`config.mk`:
```
export PLATFORM = sky130hd
export DESIGN_NAME = remote_command_frame_parser
export DESIGN_NICKNAME = d
export VERILOG_FILES = /design/src/sv/rcfp_pkg.sv /design/src/sv/rcfp_core.sv /design/src/sv/remote_command_frame_parser.sv
export SDC_FILE = /design/constraint.sdc
export NUM_CORES = 1
export LEC_CHECK = 0
export BUFFER_PORTS_ARGS = -buffer_cell sky130_fd_sc_hd__buf_2
export CAP_MARGIN = 20
export CORE_UTILIZATION = 55
export DETAILED_ROUTE_END_ITERATION = 7
export PLACE_DENSITY = 0.77
export SYNTH_ARGS = -nofsm -noshare
export SYNTH_HDL_FRONTEND = slang
export SYNTH_HIERARCHICAL = 1
export SYNTH_SLANG_ARGS = --single-unit
```
`constraint.sdc`:
```
create_clock -name clk -period 9.47 [get_ports clk]
set_input_delay 1.894 -clock clk [delete_from_list [all_inputs] [get_ports clk]]
set_output_delay 1.894 -clock clk [all_outputs]
set_load 0.005 [all_outputs]
```
`src/sv/rcfp_pkg.sv`:
```
// ----------------------------------------------------------------------------
// rcfp_pkg
// Shared types and byte codes for the remote command frame parser.
// ----------------------------------------------------------------------------
`default_nettype none

package rcfp_pkg;

  // Frame delimiters and flag byte masks
  localparam logic [7:0] FRAME_START  = 8'hA5;
  localparam logic [7:0] FRAME_END    = 8'h5A;
  localparam logic [7:0] MASK_KEYS    = 8'h0F;
  localparam logic [7:0] BIT_SUCK_OFF = 8'h20;
  localparam logic [7:0] BIT_SUCK_ON  = 8'h10;
  localparam logic [7:0] BIT_VALVE    = 8'h40;

  localparam int unsigned PAYLOAD_LEN = 5;

  // Button codes (ASCII)
  localparam logic [7:0] KEY_A_SET   = 8'h41;  // 'A'
  localparam logic [7:0] KEY_A_CLR   = 8'h61;  // 'a'
  localparam logic [7:0] KEY_B_SET   = 8'h42;  // 'B'
  localparam logic [7:0] KEY_B_CLR   = 8'h62;  // 'b'
  localparam logic [7:0] KEY_C_SET   = 8'h43;  // 'C'
  localparam logic [7:0] KEY_C_CLR   = 8'h63;  // 'c'
  localparam logic [7:0] KEY_D_SET   = 8'h44;  // 'D'
  localparam logic [7:0] KEY_D_CLR   = 8'h64;  // 'd'
  localparam logic [7:0] SUCK_ON     = 8'h45;  // 'E'
  localparam logic [7:0] SUCK_OFF    = 8'h46;  // 'F'
  localparam logic [7:0] VALVE_SET   = 8'h47;  // 'G'
  localparam logic [7:0] VALVE_CLR   = 8'h67;  // 'g'
  localparam logic [7:0] STOP_ALL    = 8'h58;  // 'X'

  // Request kind carried on in_tuser
  localparam logic CMD_BYTE       = 1'b0;
  localparam logic CMD_LINE_ERROR = 1'b1;

  localparam int unsigned OUT_DATA_W = 32;

  // One result, packed MSB first so keys sit in the low bits
  typedef struct packed {
    logic             control_refresh;
    logic signed [7:0] vel_turn;
    logic signed [7:0] vel_y;
    logic signed [7:0] vel_x;
    logic             valve_state;
    logic             suction_state;
    logic [3:0]       motor_keys;
  } rcfp_result_t;

endpackage : rcfp_pkg

`default_nettype wire

```
`src/sv/rcfp_core.sv`:
```
// ----------------------------------------------------------------------------
// rcfp_core
// Parser state, payload store and held control state. Produces the result
// for the request presented this cycle and commits the new state on accept.
// ----------------------------------------------------------------------------
`default_nettype none

module rcfp_core (
  input  wire logic                  clk,
  input  wire logic                  rst_n,
  input  wire logic                  accept,
  input  wire logic                  cmd,
  input  wire logic [7:0]            rx_byte,
  output rcfp_pkg::rcfp_result_t     result
);
  import rcfp_pkg::*;

  typedef enum logic [1:0] {
    PH_IDLE    = 2'd0,
    PH_COLLECT = 2'd1,
    PH_END     = 2'd2
  } phase_t;

  phase_t      phase_r, phase_nxt;
  logic [2:0]  count_r, count_nxt;
  logic [7:0]  store_r [PAYLOAD_LEN];
  logic [3:0]  keys_r, keys_nxt;
  logic        suck_r, suck_nxt;
  logic        valve_r, valve_nxt;
  logic [7:0]  sx_r, sx_nxt;
  logic [7:0]  sy_r, sy_nxt;
  logic [7:0]  st_r, st_nxt;
  logic        refresh;
  logic        store_we;
  logic [2:0]  store_idx;
  logic [2:0]  count_inc;
  logic [7:0]  sum;

  // Store index wraps within five entries
  assign store_idx = (count_r >= 3'(PAYLOAD_LEN)) ? count_r - 3'(PAYLOAD_LEN) : count_r;
  assign count_inc = count_r + 3'd1;
  assign sum       = store_r[0] + store_r[1] + store_r[2] + store_r[3];

  // Next state for the current request
  always_comb begin
    phase_nxt = phase_r;
    count_nxt = count_r;
    keys_nxt  = keys_r;
    suck_nxt  = suck_r;
    valve_nxt = valve_r;
    sx_nxt    = sx_r;
    sy_nxt    = sy_r;
    st_nxt    = st_r;
    refresh   = 1'b0;
    store_we  = 1'b0;

    if (cmd == CMD_LINE_ERROR) begin
      phase_nxt = PH_IDLE;
      count_nxt = 3'd0;
      valve_nxt = 1'b0;
    end else begin
      unique case (phase_r)
        PH_IDLE: begin
          if (rx_byte == FRAME_START) begin
            count_nxt = 3'd0;
            phase_nxt = PH_COLLECT;
          end else begin
            // Button decode
            refresh = 1'b1;
            unique case (rx_byte)
              KEY_A_SET: keys_nxt = keys_r | 4'b0001;
              KEY_A_CLR: keys_nxt = keys_r & 4'b1110;
              KEY_B_SET: keys_nxt = keys_r | 4'b0010;
              KEY_B_CLR: keys_nxt = keys_r & 4'b1101;
              KEY_C_SET: keys_nxt = keys_r | 4'b0100;
              KEY_C_CLR: keys_nxt = keys_r & 4'b1011;
              KEY_D_SET: keys_nxt = keys_r | 4'b1000;
              KEY_D_CLR: keys_nxt = keys_r & 4'b0111;
              SUCK_ON: begin
                suck_nxt = 1'b1;
                refresh  = 1'b0;
              end
              SUCK_OFF: begin
                suck_nxt = 1'b0;
                refresh  = 1'b0;
              end
              VALVE_SET: valve_nxt = 1'b1;
              VALVE_CLR: valve_nxt = 1'b0;
              STOP_ALL: begin
                sx_nxt    = 8'd0;
                sy_nxt    = 8'd0;
                st_nxt    = 8'd0;
                keys_nxt  = 4'd0;
                valve_nxt = 1'b0;
              end
              default: refresh = 1'b0;
            endcase
          end
        end
        PH_COLLECT: begin
          store_we  = 1'b1;
          count_nxt = count_inc;
          if (count_inc >= 3'(PAYLOAD_LEN)) phase_nxt = PH_END;
        end
        PH_END: begin
          // End byte and checksum both have to match
          if (rx_byte == FRAME_END && sum == store_r[4]) begin
            keys_nxt = store_r[0][3:0] & MASK_KEYS[3:0];
            if ((store_r[0] & BIT_SUCK_OFF) != 8'd0)     suck_nxt = 1'b0;
            else if ((store_r[0] & BIT_SUCK_ON) != 8'd0) suck_nxt = 1'b1;
            valve_nxt = (store_r[0] & BIT_VALVE) != 8'd0;
            sx_nxt    = store_r[1];
            sy_nxt    = store_r[2];
            st_nxt    = store_r[3];
            refresh   = 1'b1;
          end
          phase_nxt = PH_IDLE;
          count_nxt = 3'd0;
        end
        default: begin
          phase_nxt = PH_IDLE;
          count_nxt = 3'd0;
        end
      endcase
    end
  end

  // Control and held state
  always_ff @(posedge clk) begin
    if (!rst_n) begin
      phase_r <= PH_IDLE;
      count_r <= 3'd0;
      keys_r  <= 4'd0;
      suck_r  <= 1'b0;
      valve_r <= 1'b0;
      sx_r    <= 8'd0;
      sy_r    <= 8'd0;
      st_r    <= 8'd0;
    end else if (accept) begin
      phase_r <= phase_nxt;
      count_r <= count_nxt;
      keys_r  <= keys_nxt;
      suck_r  <= suck_nxt;
      valve_r <= valve_nxt;
      sx_r    <= sx_nxt;
      sy_r    <= sy_nxt;
      st_r    <= st_nxt;
    end
  end

  // Payload store, no reset
  always_ff @(posedge clk) begin
    if (accept && store_we) begin
      store_r[store_idx] <= rx_byte;
    end
  end

  assign result.motor_keys      = keys_nxt;
  assign result.suction_state   = suck_nxt;
  assign result.valve_state     = valve_nxt;
  assign result.vel_x           = sx_nxt;
  assign result.vel_y           = sy_nxt;
  assign result.vel_turn        = st_nxt;
  assign result.control_refresh = refresh;

endmodule : rcfp_core

`default_nettype wire

```
`src/sv/remote_command_frame_parser.sv`:
```
// ----------------------------------------------------------------------------
// remote_command_frame_parser
// Remote-control link command parser with framed joystick packets.
// ----------------------------------------------------------------------------
// Usage:
//   Input stream: one request per received byte (in_tuser = 0, byte on
//   in_tdata) or per line-error event (in_tuser = 1, in_tdata ignored).
//   Output stream: exactly one result per request, carrying the held key,
//   suction, valve and joystick state after that request plus a refresh flag.
//   Registering: each result is registered, in the skid register if the output one is stalled.
//   Throughput: one request per cycle while in_tready is high; parser state
//   is updated in the accept cycle, so back-to-back requests need no gap.
//   Stall: an output register plus a one-entry skid register absorb a stalled
//   receiver; in_tready drops only once the skid register is full, and
//   results keep their order.
//   Reset: synchronous, active low; parser idle, held state zero, both
//   output registers empty. The payload store is not cleared.
// ----------------------------------------------------------------------------
`default_nettype none

module remote_command_frame_parser (
  input  wire logic        clk,
  input  wire logic        rst_n,
  input  wire logic        in_tvalid,
  output logic             in_tready,
  input  wire logic [7:0]  in_tdata,   // [7:0] rx_byte
  input  wire logic [0:0]  in_tuser,   // [0] cmd
  output logic             out_tvalid,
  input  wire logic        out_tready,
  output logic [31:0]      out_tdata   // [3:0] motor_keys, [4] suction_state,
                                       // [5] valve_state, [13:6] vel_x,
                                       // [21:14] vel_y, [29:22] vel_turn,
                                       // [30] control_refresh, [31] zero
);
  import rcfp_pkg::*;

  rcfp_result_t res;
  rcfp_result_t out_r, skid_r;
  logic         out_valid_r, skid_valid_r;
  logic         in_acc, out_acc;

  assign in_tready = !skid_valid_r;
  assign in_acc    = in_tvalid && in_tready;
  assign out_acc   = out_valid_r && out_tready;

  rcfp_core u_core (
    .clk     (clk),
    .rst_n   (rst_n),
    .accept  (in_acc),
    .cmd     (in_tuser[0]),
    .rx_byte (in_tdata),
    .result  (res)
  );

  // Output register with skid stage
  always_ff @(posedge clk) begin
    if (!rst_n) begin
      out_valid_r  <= 1'b0;
      skid_valid_r <= 1'b0;
    end else begin
      if (skid_valid_r) begin
        if (out_acc) begin
          out_r        <= skid_r;
          skid_valid_r <= 1'b0;
        end
      end else if (in_acc) begin
        if (!out_valid_r || out_acc) begin
          out_r       <= res;
          out_valid_r <= 1'b1;
        end else begin
          skid_r       <= res;
          skid_valid_r <= 1'b1;
        end
      end else if (out_acc) begin
        out_valid_r <= 1'b0;
      end
    end
  end

  assign out_tvalid = out_valid_r;
  assign out_tdata  = {{(OUT_DATA_W - $bits(rcfp_result_t)){1'b0}}, out_r};

endmodule : remote_command_frame_parser

`default_nettype wire

```
==> flow_summary.yaml <==
synth:
  ys_seq_elements: 139
  synthFlopType: "edfxtp_1"
  ys_async_sr_fraction_pct: 0
  ys_warn_count: 6
  synth_edf_count: 102
  syn_nets: 571
  syn_inst: 534
  syn_avg_cell_area_um2: 12.66
  synth.cell_area_um2: 6763
  yosys.cell_types.count: 63
  ys_seq_area_share_pct: 56.24
cells_and_area:
  layout-drive-gt1-share_pct: 21.66
  finish.net_count: 615
  fin_area_um2: 7625
  layout_common_cells: "102 x edfxtp_1, 46 x buf_2, 39 x a22o_1"
  area_delta_synth_final_pct: 12.75
  antennaDiodeCount: 0
  final_common_cell: "edfxtp_1"
outcome:
  status: "completed"
placement:
  postPlaceCellArea_um2: 7048
  io_buffers: 45
  dp.final_hpwl_mm: 10.49
  place_congestion: 0.9271
clock_tree:
  clk_latency_ns: 0.42
  cts_made_buffers: 17
  clock_path_buffers: 2
  cts_setup_buffers: 0
  htree_levels: 4
  holdBufCountCts: 0
  cts_root_buf: "clkbuf_16"
  cts_tree: "done"
  clkTransAtPathRegs_ns: 0.06
  postCtsResizedCells: 0
  cts.sinks: 139
global_routing:
  first_global_vias: 4509
  grt_max_degree: 37
  overflow: 0
  antenna_found_initial: 0
  grt_pass1_wl_mm: 24.42
  groute.usage.overall_pct: 25.60
timing:
  maxSlewViolCount: 0
  slew_headroom_pct: 31.37
  hold_viol: 0
  skew_ns: 0.007858
  fin_crit_ns: 5.357
  tightest_slew_ns: 1.026
  period_share_pct: 56.56
  rsz0062_at_grt: "no"
  max_freq_mhz: 186.7
  setup_tns_ns: 0
  finalSetupViolCount: 0
floorplan:
  die_h_um: 112.9
  initial_core_util_pct: 56.30
  die_w_um: 112.9
  rows: 40
  ios: 47
  die_area_um2: 12740
  core_area_um2: 12010
run:
  cap_viol_max_count: 0
routing:
  wl_mm: 15.13
  drtPass1Iterations: 6
  drc: 0
  wl_met3_um: 978
  drtIter0Drc: 481
  top_layer: "met4"
  dr_wl_met2_mm: 7.172
  ant_nets: 0
  avgViaCountPerCell: 6.221
  wl_per_cell_um: 20.50
  wl_met1_mm: 6.613
  num_vias: 4591
worst_setup_path:
  crit_slowest_cell: "nor3_4"
  crit_start: "u_core/store_r[3][1]"
  cp.arrival_ns: 5.64
  criticalPathCategory: "reg2reg"
  critical_path.most_common_cell: "fa_1"
  cp_cell_sequence: "fa_1 > inv_1 > fa_1 > inv_1 > ha_1 > fa_1 > xnor2_1 > nand4_1 > nor3_1 > nand4_1 > nor3_4 > and2_1 > a22o_1 > mux2_2"
  worstSetupStartpointType: "flop"
  cpPeakStageDelay_ns: 0.83
  critPathRequiredTime_ns: 9.76
  rr_startpoint: "u_core/store_r[3][1]"
  worst-path-max-fanout: 20
  cp-end-kind: "flop"
hold_path:
  hp-class: "reg2reg"
  min-delay-start: "u_core/sx_r[2]"
pwr:
  ir_worst_vdd_v: 0.0001253
  powerDensity_nw_per_um2: 178.6
  leakage_uw: 0.002800
registers in the layout, indices dropped and copies added, names as in the netlist:
name / flops
u_core/valve_r: 1
u_core/st_r: 8
u_core/store_r: 40
u_core/sx_r: 8
u_core/phase_r: 2
skid_valid_r: 1
skid_r: 31
u_core/keys_r: 4
out_tdata: 31
out_tvalid: 1
u_core/count_r: 3
u_core/sy_r: 8
u_core/suck_r: 1
worst paths after layout:
check	end	slack, ns	cells after the start
max	out_tdata[20]	4.11	14
min	u_core/sx_r[2]	0.48	1
max reg2reg	out_tdata[20]	4.11	14
min reg2reg	u_core/sx_r[2]	0.48	1
cell families (layout without fill, tap and decap cells):
kind of cell	after synthesis	after routing	synth area share, %
other cells	1	1	0.05545
flops	139	139	56.24
mux	41	41	6.661
buf+inv	50	107	3.645
simple gates	130	130	10.38
fa+ha+maj	24	24	5.994
compound gates	129	129	14.32
xor+xnor	20	20	2.701
final cells by class:
class	instances	area (um^2)
clock inverters	13	118.9
clock buffers	19	442.9
inverters	23	86.33
repair buffers	52	270.3
flip-flops and latches	139	3804
multi-input cells	345	2719
well taps	147	183.9
fillers	916	4387
power breakdown:
group          internal [uW]  switching (uW)
clock                    369             257
sequential               662            4.87
combinational           24.3            43.9
total                   1060             306
worst max-delay path: cells and delay by family (launching register included):
| family | cells | cell delay (ns) |
|---|---|---|
| compound gates | 1 | 0.28 |
| xor+xnor | 1 | 0.25 |
| fa+ha+maj | 4 | 1.77 |
| buf+inv | 2 | 0.09 |
| flops | 1 | 0.46 |
| mux | 1 | 0.16 |
| simple gates | 5 | 2.19 |
cells in the mapped netlist, drive strengths merged, types with 10 or more instances:
| library cell | n | share of area (%) |
|---|---|---|
| nor2b | 13 | 1.2 |
| mux2 | 32 | 5.3 |
| o21ai | 15 | 1.1 |
| buf | 14 | 1.6 |
| nand2 | 33 | 1.8 |
| edfxtp | 102 | 45 |
| dfxtp | 37 | 11 |
| a22o | 39 | 5.1 |
| xnor2 | 13 | 1.8 |
| clkbuf | 13 | 0.72 |
| ha | 10 | 1.9 |
| nor2 | 28 | 1.6 |
| inv | 23 | 1.3 |
| a21oi | 21 | 1.6 |
| fa | 14 | 4.1 |
per-stage QoR:
stage	util [%]	std cells	power [uW]	hold WS (ns)	setup slack (ns)
finish	63.48	738	1362	0.4811	4.113
global route	63.48	738	1404	0.4906	3.847
CTS	63.35	735	1371	0.4778	4.165
detailed placement	58.68	703	748.1	0.4545	4.210
global placement	58.68	703	746.0	0.4567	4.360
floorplan	-	534	722.6	0.4426	5.033
metal layers:
metal	track usage (%)	vias up
li1	-	2115
met1	34.87	2279
met2	39.71	172
met3	6.909	25
met4	9.298	0
met5	0	-
Note: power is estimated with default switching activity, not from simulation.
